===== config.mk =====
export PLATFORM = sky130hd
export DESIGN_NAME = hall_sensor_position_decoder_unit
export DESIGN_NICKNAME = d
export VERILOG_FILES = /design/src/hspd_pkg.sv /design/src/hspd_front.sv /design/src/hspd_queue.sv /design/src/hspd_back.sv /design/src/hall_sensor_position_decoder_unit.sv
export SDC_FILE = /design/constraint.sdc
export NUM_CORES = 2
export LEC_CHECK = 0
export BUFFER_PORTS_ARGS = -buffer_cell sky130_fd_sc_hd__buf_2
export CORE_ASPECT_RATIO = 1.75
export CORE_MARGIN = 2
export CORE_UTILIZATION = 30
export CTS_CLUSTER_SIZE = 10
export DETAILED_ROUTE_END_ITERATION = 12
export SLEW_MARGIN = 20
export SYNTH_ARGS = -nofsm -noshare
export SYNTH_HDL_FRONTEND = slang
export SYNTH_HIERARCHICAL = 1
export SYNTH_SLANG_ARGS = --single-unit

===== constraint.sdc =====
create_clock -name clk -period 18.05 [get_ports clk]
set_input_delay 0.9025 -clock clk [delete_from_list [all_inputs] [get_ports clk]]
set_output_delay 0.9025 -clock clk [all_outputs]
set_load 0.005 [all_outputs]

===== src/hspd_pkg.sv =====
package hspd_pkg;

	localparam int PosW = 35;
	localparam int RotW = 32;
	localparam int AngW = 20;
	localparam int VelW = 29;
	localparam int CprW = 11;
	localparam int StepW = 25;
	localparam int CfgW = 32;
	localparam int CfgIdxW = 2;
	localparam int QDepthDefault = 2;
	localparam logic [7:0] PolePairsReset = 8'd7;
	localparam logic [24:0] AngleStepReset = 25'd2509866;
	localparam logic [31:0] SectorTableReset = 32'hF312540F;
	localparam logic signed [AngW-1:0] AngLimit = 20'sd411775;
	localparam logic [VelW-2:0] VelLimit = 28'd268435455;

	localparam logic [CfgIdxW-1:0] RegPolePairs = 2'd0;
	localparam logic [CfgIdxW-1:0] RegAngleStep = 2'd1;
	localparam logic [CfgIdxW-1:0] RegSectorTable = 2'd2;

	localparam logic [1:0] DirUnknown = 2'd0;
	localparam logic [1:0] DirCw = 2'd1;
	localparam logic [1:0] DirCcw = 2'd2;

	typedef struct packed {
		logic accepted;
		logic signed [3:0] sector;
		logic [1:0] turn_direction;
		logic signed [PosW-1:0] position_count;
		logic [31:0] edge_count;
		logic vel_zero;
		logic [31:0] interval;
	} snap_t;

	typedef enum logic [2:0] {
		ST_IDLE,
		ST_DIV_POS,
		ST_MUL_ANG,
		ST_DIV_VEL,
		ST_DONE
	} back_state_t;

endpackage


===== src/hspd_front.sv =====
module hspd_front import hspd_pkg::*; (
	input  logic clk,
	input  logic arst_n,
	input  logic in_valid,
	input  logic cmd,
	input  logic hall_a,
	input  logic hall_b,
	input  logic hall_c,
	input  logic [31:0] now_us,
	input  logic [31:0] sector_table,
	output snap_t snap
);

	logic [2:0] last_hall_q;
	logic signed [3:0] cur_sector_q;
	logic [31:0] rotations_q;
	logic [1:0] dir_now_q;
	logic [1:0] dir_before_q;
	logic [31:0] last_edge_q;
	logic [31:0] interval_q;
	logic [31:0] edges_q;

	logic [2:0] hs;
	logic change;
	logic signed [3:0] ns;
	logic signed [4:0] diff;
	logic [1:0] dir_n;
	logic [31:0] rot_n;
	logic signed [3:0] sec_v;
	logic [31:0] rot_v;
	logic [1:0] dir_v;
	logic [31:0] lt_v;
	logic [31:0] iv_v;
	logic [31:0] ed_v;
	logic [31:0] elapsed;
	logic [32:0] twice;

	assign hs = {hall_a, hall_b, hall_c};
	assign change = !cmd && (hs != last_hall_q);
	assign ns = sector_table[{hs, 2'b00} +: 4];
	assign diff = 5'(ns) - 5'(cur_sector_q);

	always_comb begin
		rot_n = rotations_q;
		if (diff > 5'sd3) begin
			dir_n = DirCcw;
			rot_n = rotations_q - 32'd1;
		end else if (diff < -5'sd3) begin
			dir_n = DirCw;
			rot_n = rotations_q + 32'd1;
		end else begin
			dir_n = (ns > cur_sector_q) ? DirCw : DirCcw;
		end
		if (change) begin
			sec_v = ns;
			rot_v = rot_n;
			dir_v = dir_n;
			lt_v = now_us;
			iv_v = (dir_n == dir_before_q) ? (now_us - last_edge_q) : 32'd0;
			ed_v = edges_q + 32'd1;
		end else begin
			sec_v = cur_sector_q;
			rot_v = rotations_q;
			dir_v = dir_now_q;
			lt_v = last_edge_q;
			iv_v = interval_q;
			ed_v = edges_q;
		end
		elapsed = now_us - lt_v;
		twice = {iv_v, 1'b0};
		snap.accepted = change;
		snap.sector = sec_v;
		snap.turn_direction = dir_v;
		snap.position_count = PosW'($signed(rot_v)) * 35'sd6 + PosW'(sec_v);
		snap.edge_count = ed_v;
		snap.interval = iv_v;
		snap.vel_zero = (iv_v == 32'd0) || (dir_v == DirUnknown) ||
			({1'b0, elapsed} > twice);
	end

	always_ff @(posedge clk or negedge arst_n) begin
		if (!arst_n) begin
			last_hall_q <= '0;
			cur_sector_q <= '0;
			rotations_q <= '0;
			dir_now_q <= DirUnknown;
			dir_before_q <= DirUnknown;
			last_edge_q <= '0;
			interval_q <= '0;
			edges_q <= '0;
		end else if (in_valid && change) begin
			last_hall_q <= hs;
			cur_sector_q <= sec_v;
			rotations_q <= rot_v;
			dir_now_q <= dir_v;
			dir_before_q <= dir_v;
			last_edge_q <= lt_v;
			interval_q <= iv_v;
			edges_q <= ed_v;
		end
	end

endmodule


===== src/hspd_queue.sv =====
module hspd_queue import hspd_pkg::*; #(
	parameter int Depth = QDepthDefault
) (
	input  logic clk,
	input  logic arst_n,
	input  logic wr,
	input  snap_t wdata,
	output logic full,
	input  logic rd,
	output logic empty,
	output snap_t rdata
);

	localparam int AW = (Depth > 1) ? $clog2(Depth) : 1;

	snap_t mem_q [Depth];
	logic [AW-1:0] wp_q;
	logic [AW-1:0] rp_q;
	logic [AW:0] cnt_q;

	assign full = (cnt_q == (AW+1)'(Depth));
	assign empty = (cnt_q == '0);
	assign rdata = mem_q[rp_q];

	always_ff @(posedge clk) begin
		if (wr && !full) mem_q[wp_q] <= wdata;
	end

	always_ff @(posedge clk or negedge arst_n) begin
		if (!arst_n) begin
			wp_q <= '0;
			rp_q <= '0;
			cnt_q <= '0;
		end else begin
			if (wr && !full) wp_q <= (wp_q == AW'(Depth - 1)) ? '0 : wp_q + AW'(1);
			if (rd && !empty) rp_q <= (rp_q == AW'(Depth - 1)) ? '0 : rp_q + AW'(1);
			cnt_q <= cnt_q + (AW+1)'(wr && !full) - (AW+1)'(rd && !empty);
		end
	end

endmodule


===== src/hspd_back.sv =====
module hspd_back import hspd_pkg::*; (
	input  logic clk,
	input  logic arst_n,
	input  logic in_empty,
	input  snap_t in_snap,
	output logic in_pop,
	input  logic [7:0] pole_pairs,
	input  logic [24:0] angle_step,
	output logic out_valid,
	input  logic out_pop,
	output logic accepted,
	output logic signed [3:0] sector,
	output logic [1:0] turn_direction,
	output logic signed [PosW-1:0] position_count,
	output logic signed [RotW-1:0] whole_turns,
	output logic signed [AngW-1:0] angle_q16,
	output logic signed [VelW-1:0] velocity_q8,
	output logic [31:0] edge_count
);

	localparam int NumW = 45;
	localparam int DenW = 48;
	localparam int CntW = 6;

	back_state_t state_q, state_d;
	snap_t snap_q;
	logic [NumW-1:0] num_q;
	logic [DenW+NumW-1:0] rem_q;
	logic [CntW-1:0] cnt_q;
	logic neg_q;
	logic [CprW-1:0] cpr;
	logic [PosW-1:0] pos_mag;
	logic [DenW:0] trial;
	logic [DenW-1:0] den;
	logic signed [CprW:0] srem_q;
	logic signed [CprW+StepW+1:0] prod_q;
	logic signed [CprW+StepW+1:0] ang_sh;
	logic out_valid_q;
	logic start, div_done;

	assign cpr = (pole_pairs == 8'd0) ? CprW'(6) : CprW'(pole_pairs) * CprW'(6);
	assign pos_mag = snap_q.position_count[PosW-1] ? PosW'(-snap_q.position_count)
		: PosW'(snap_q.position_count);
	assign den = (state_q == ST_DIV_POS) ? DenW'(cpr) : {snap_q.interval, 16'd0};
	assign trial = {1'b0, rem_q[DenW+NumW-2 -: DenW]} - {1'b0, den};
	assign start = (state_q == ST_IDLE) && !in_empty && !out_valid_q;
	assign div_done = (cnt_q == CntW'(NumW));
	assign in_pop = start;
	assign out_valid = out_valid_q;
	assign ang_sh = prod_q >>> 8;

	always_comb begin
		state_d = state_q;
		case (state_q)
			ST_IDLE:    if (start) state_d = ST_DIV_POS;
			ST_DIV_POS: if (div_done) state_d = ST_MUL_ANG;
			ST_MUL_ANG: state_d = snap_q.vel_zero ? ST_DONE : ST_DIV_VEL;
			ST_DIV_VEL: if (div_done) state_d = ST_DONE;
			ST_DONE:    state_d = ST_IDLE;
			default:    state_d = ST_IDLE;
		endcase
	end

	always_ff @(posedge clk or negedge arst_n) begin
		if (!arst_n) begin
			state_q <= ST_IDLE;
			out_valid_q <= 1'b0;
		end else begin
			state_q <= state_d;
			if (state_q == ST_DONE) out_valid_q <= 1'b1;
			else if (out_pop && out_valid_q) out_valid_q <= 1'b0;
		end
	end

	always_ff @(posedge clk) begin
		case (state_q)
			ST_IDLE: begin
				snap_q <= in_snap;
				cnt_q <= '0;
				rem_q <= '0;
			end
			ST_DIV_POS: begin
				if (cnt_q == '0) begin
					rem_q <= {{DenW{1'b0}}, NumW'(pos_mag)};
					neg_q <= snap_q.position_count[PosW-1];
				end else if (!trial[DenW]) begin
					rem_q <= {trial[DenW-1:0], rem_q[NumW-2:0], 1'b1};
				end else begin
					rem_q <= {rem_q[DenW+NumW-2:0], 1'b0};
				end
				if (div_done) begin
					whole_turns <= neg_q ? -32'(rem_q[NumW-2:0] << 1 | 32'(!trial[DenW]))
						: 32'(rem_q[NumW-2:0] << 1 | 32'(!trial[DenW]));
					srem_q <= neg_q ? -$signed({1'b0, CprW'(trial[DenW] ?
						rem_q[DenW+NumW-2 -: DenW] : trial[DenW-1:0])})
						: $signed({1'b0, CprW'(trial[DenW] ?
						rem_q[DenW+NumW-2 -: DenW] : trial[DenW-1:0])});
					cnt_q <= '0;
				end else begin
					cnt_q <= cnt_q + CntW'(1);
				end
			end
			ST_MUL_ANG: begin
				prod_q <= (CprW+StepW+2)'(srem_q) * $signed({1'b0, angle_step});
			end
			ST_DIV_VEL: begin
				if (cnt_q == '0) begin
					rem_q <= {{DenW{1'b0}}, NumW'(angle_step) * NumW'(1000000)};
					cnt_q <= cnt_q + CntW'(1);
				end else begin
					if (!trial[DenW]) rem_q <= {trial[DenW-1:0], rem_q[NumW-2:0], 1'b1};
					else rem_q <= {rem_q[DenW+NumW-2:0], 1'b0};
					cnt_q <= cnt_q + CntW'(1);
				end
			end
			ST_DONE: begin
				if (ang_sh > (CprW+StepW+2)'(AngLimit)) angle_q16 <= AngLimit;
				else if (ang_sh < -(CprW+StepW+2)'(AngLimit)) angle_q16 <= -AngLimit;
				else angle_q16 <= AngW'(ang_sh);
				if (!snap_q.vel_zero) begin
					if (rem_q[NumW-1:0] > NumW'(VelLimit))
						velocity_q8 <= (snap_q.turn_direction == DirCcw) ?
							-VelW'(VelLimit) : VelW'(VelLimit);
					else
						velocity_q8 <= (snap_q.turn_direction == DirCcw) ?
							-VelW'(rem_q[NumW-1:0]) : VelW'(rem_q[NumW-1:0]);
				end else begin
					velocity_q8 <= '0;
				end
				accepted <= snap_q.accepted;
				sector <= snap_q.sector;
				turn_direction <= snap_q.turn_direction;
				position_count <= snap_q.position_count;
				edge_count <= snap_q.edge_count;
			end
			default: begin
			end
		endcase
	end

endmodule


===== src/hall_sensor_position_decoder_unit.sv =====
// The result is formed by two shift-subtract divisions (position by counts per revolution,
// then velocity); the velocity division is skipped when velocity is zero.
// The back end takes a new beat only once the last result has been popped.
// A queue (QueueDepth entries, two by default) sits between the classifying front and the arithmetic back.
// Reset is asynchronous and active low; it clears the control state and restores the registers.
module hall_sensor_position_decoder_unit import hspd_pkg::*; #(
	parameter int QueueDepth = QDepthDefault
) (
	input  logic clk,
	input  logic arst_n,
	input  logic cfg_we,
	input  logic [CfgIdxW-1:0] cfg_index,
	input  logic [CfgW-1:0] cfg_data,
	input  logic push,
	output logic full,
	input  logic cmd,
	input  logic hall_a,
	input  logic hall_b,
	input  logic hall_c,
	input  logic [31:0] now_us,
	output logic empty,
	input  logic pop,
	output logic accepted,
	output logic signed [3:0] sector,
	output logic [1:0] turn_direction,
	output logic signed [PosW-1:0] position_count,
	output logic signed [RotW-1:0] whole_turns,
	output logic signed [AngW-1:0] angle_q16,
	output logic signed [VelW-1:0] velocity_q8,
	output logic [31:0] edge_count
);

	logic [7:0] pole_pairs_q;
	logic [24:0] angle_step_q;
	logic [31:0] sector_table_q;
	snap_t f_snap, q_snap;
	logic q_empty, q_pop, out_valid;

	always_ff @(posedge clk or negedge arst_n) begin
		if (!arst_n) begin
			pole_pairs_q <= PolePairsReset;
			angle_step_q <= AngleStepReset;
			sector_table_q <= SectorTableReset;
		end else if (cfg_we) begin
			case (cfg_index)
				RegPolePairs:   pole_pairs_q <= cfg_data[7:0];
				RegAngleStep:   angle_step_q <= cfg_data[24:0];
				RegSectorTable: sector_table_q <= cfg_data;
				default: begin
				end
			endcase
		end
	end

	hspd_front u_front (
		.clk, .arst_n, .in_valid(push && !full), .cmd, .hall_a, .hall_b, .hall_c,
		.now_us, .sector_table(sector_table_q), .snap(f_snap)
	);

	hspd_queue #(.Depth(QueueDepth)) u_queue (
		.clk, .arst_n, .wr(push), .wdata(f_snap), .full,
		.rd(q_pop), .empty(q_empty), .rdata(q_snap)
	);

	hspd_back u_back (
		.clk, .arst_n, .in_empty(q_empty), .in_snap(q_snap), .in_pop(q_pop),
		.pole_pairs(pole_pairs_q), .angle_step(angle_step_q),
		.out_valid, .out_pop(pop), .accepted, .sector, .turn_direction,
		.position_count, .whole_turns, .angle_q16, .velocity_q8, .edge_count
	);

	assign empty = !out_valid;

endmodule


==> results_dict.tcl <==
set metrics [dict create \
    place_ws_ns 7.11 \
    io_pins 232 \
    min_period_ns 10.47 \
    yosys-top-cells-count "nand2_1 (651), edfxtp_1 (617), inv_1 (548)" \
    critPathKind "primary input to flop" \
    drv_cap 0 \
    area.growth.synth_to_final_pct 11.7 \
    synth-main-ff-cell "edfxtp_1" \
    die_w_um 344 \
    multi_input_area_sq_um 33900 \
    crit_top_cell "a21oi_1" \
    wl_um 170000 \
    cts_root_buf "clkbuf_16" \
    antenna_found_initial 21 \
    grt_max_degree 125 \
    synth.avg_cell_area_sq_um 10.5 \
    cts_tree "yes" \
    num_rows 218 \
    fillers 20300 \
    yosys_warnings 6 \
    grtUsageTotal 0.163 \
    drc 0 \
    finClkSkew_ns 0.0454 \
    nNetsFinal 6845 \
    clock-sinks 827 \
    slew_headroom 0.187 \
    via_count 43900 \
    synth_cell_type_count 118 \
    grt_setup_unrepaired "no" \
    numCtsBuffers 97 \
    syn-cell-area_sq_um 60700 \
    yosysSeqAreaShare 0.392 \
    critPathLaunch "hall_c" \
    critPathRequiredTime_ns 18.49 \
    worst_pin_slew_ns 1.22 \
    die_h_um 599 \
    slowest_delay_ns 0.70 \
    min_period_over_period 0.580 \
    cp.arrival_ns 10.91 \
    gp_congestion 0.923 \
    io_buffer_count 231 \
    synth.area.top_cells "edfxtp_1 (31%), fa_1 (11%), ha_1 (10%)" \
    status "completed" \
    grt_pass1_vias 45400 \
    slowest_stage "o2111ai_4" \
    synth_edf_count 617 \
    slew_violations 0 \
    drt-pass1-iter-count 7 \
    grt-ovfl-total 0 \
    post_cts_buffers 0 \
    core_area_sq_um 201000 \
    wire_per_inst_um 19.6 \
    synth_seq_cells 827 \
    yosysTopAreaCell "edfxtp_1" \
    drt_iter0_drc 3150 \
    cts.path.max_buffers 3 \
    hpwlAfterDp_um 131000 \
    finish.utilization 0.337 \
    final_hold_viol_count 0 \
    ant_nets 0 \
    synth_top_area_share 0.305 \
    setup_viol 0 \
    yosysMostFrequentCell "nand2_1" \
    hold_class "primary input to asynchronous set/reset pin" \
    grt_pass1_wl_um 261000 \
    cp_max_fo 28 \
    clk_latency_ns 0.72 \
    ctsResizeCount 0 \
    reg2reg_slack_ns 7.90 \
    clkTransAtPathRegs_ns 0.06 \
    syn_inst 5791 \
    final-seq-area_sq_um 23800 \
    start_util 0.302 \
    worst_slack_ns 7.58 \
    hold_slack_ns 0.215 \
    timing.rr.start "sector_table_q[16]$_DFFE_PN0P_" \
    cp-start-kind "primary input" \
    drive_above_1_share 0.117 \
    dieArea_sq_um 206000 \
    r2r_cells 38 \
    cts_hold_buf 0 \
    via_per_inst 5.06 \
    max_freq_mhz 95.5 \
    fin_tns_setup_ns 0 \
    endpoint_kind "flop" \
    async_flop_share 0.254 \
    cts-htree-levels 3 \
    synth.net_count 6693 \
]
[worst max-delay path: cells and delay by family]
family | cells | cell delay, ns
muxes | 2 | 0.93
adders and majority gates | 6 | 2.00
and+or+nand+nor | 4 | 0.55
xor gates and xnor gates | 4 | 0.72
AOI/OAI and AO/OA | 19 | 4.81
buffers and inverters | 4 | 0.93
[cells in the final DEF (no fill, tap or decap), types with 32 or more instances in the layout]
cell | netlist | final
nand2_1 | 651 | 649
edfxtp_1 | 617 | 617
inv_1 | 548 | 547
ha_1 | 491 | 491
nor2_1 | 376 | 372
fa_1 | 336 | 336
a21oi_1 | 291 | 290
xnor2_1 | 266 | 266
o21ai_0 | 246 | 245
buf_2 | 18 | 230
dfrtp_1 | 183 | 182
mux2_2 | 155 | 155
xor2_1 | 134 | 134
a21o_1 | 127 | 127
and2_1 | 118 | 117
clkbuf_16 | 0 | 98
nand3_1 | 85 | 85
nor3_1 | 83 | 82
clkbuf_1 | 172 | 64
o21a_1 | 56 | 56
and3_1 | 49 | 48
nand4_1 | 48 | 48
buf_4 | 8 | 47
mux2i_1 | 41 | 41
nand2b_1 | 40 | 40
o31ai_1 | 36 | 36
nor2b_1 | 34 | 34
nor4_1 | 35 | 34
a31oi_1 | 34 | 34
a211oi_1 | 32 | 32
[per-stage QoR]
step / std cells / area (sq um)
2_1_floorplan: 5791 / 60700
3_5_place_dp: 8483 / 64700
4_1_cts: 8666 / 67800
5_1_grt: 8669 / 67800
3_3_place_gp: 8481 / 64700
6_report: 8677 / 67800
[final timing paths]
kind                                                   endpoint
worst max-delay path             u_queue/mem_q[0][97]$_DFFE_PP_
worst min-delay path            u_front/edges_q[11]$_DFFE_PN0P_
worst max register to register   u_queue/mem_q[0][97]$_DFFE_PP_
worst min register to register   u_back/edge_count[7]$_DFFE_PP_
max in group asynchronous           angle_step_q[2]$_DFFE_PN0P_
min in group clk                 u_back/edge_count[7]$_DFFE_PP_
[per-layer routing]
layer / wire (um) / track usage
met2: 86400 / 0.293
met5: 27 / 0
met3: 10500 / 0.0252
met4: 6230 / 0.0591
met1: 67300 / 0.195
[sequential cells by signal, summed over array words and instances, names as in the netlist, 4 cells and up]
register,count
u_queue/mem_q,214
u_back/snap_q,107
u_back/rem_q,92
u_back/position_count,35
sector_table_q,32
u_back/edge_count,32
u_back/whole_turns,32
u_front/edges_q,32
u_front/interval_q,32
u_front/last_edge_q,32
u_front/rotations_q,32
u_back/prod_q,30
u_back/velocity_q8,29
angle_step_q,25
u_back/angle_q16,20
u_back/srem_q,12
pole_pairs_q,8
u_back/cnt_q,6
u_back/sector,4
u_front/cur_sector_q,4
[area by class of cell]
type / instances / share of cell area
antenna: 10 / 0.000369
clock buffer: 167 / 0.0407
clock inverter: 16 / 0.00443
inverter: 553 / 0.0306
multi-input combinational: 4181 / 0.500
sequential: 827 / 0.351
tap: 2640 / 0.0487
timing repair buffer: 283 / 0.0237
[cell families (layout without fill, tap and decap cells)]
family | Yosys count | in the layout | synth area share
xor+xnor | 400 | 400 | 0.0577
simple gates | 1650 | 1650 | 0.128
mux | 227 | 227 | 0.0441
compound gates | 1077 | 1077 | 0.115
flops | 827 | 827 | 0.392
other cells | 0 | 10 | 0
fa+ha+maj | 827 | 827 | 0.212
buf+inv | 783 | 1019 | 0.0505
Power is left out: the tool's default activity adds up to more than one toggle a clock period on the data nets, which glitch-free logic cannot reach.
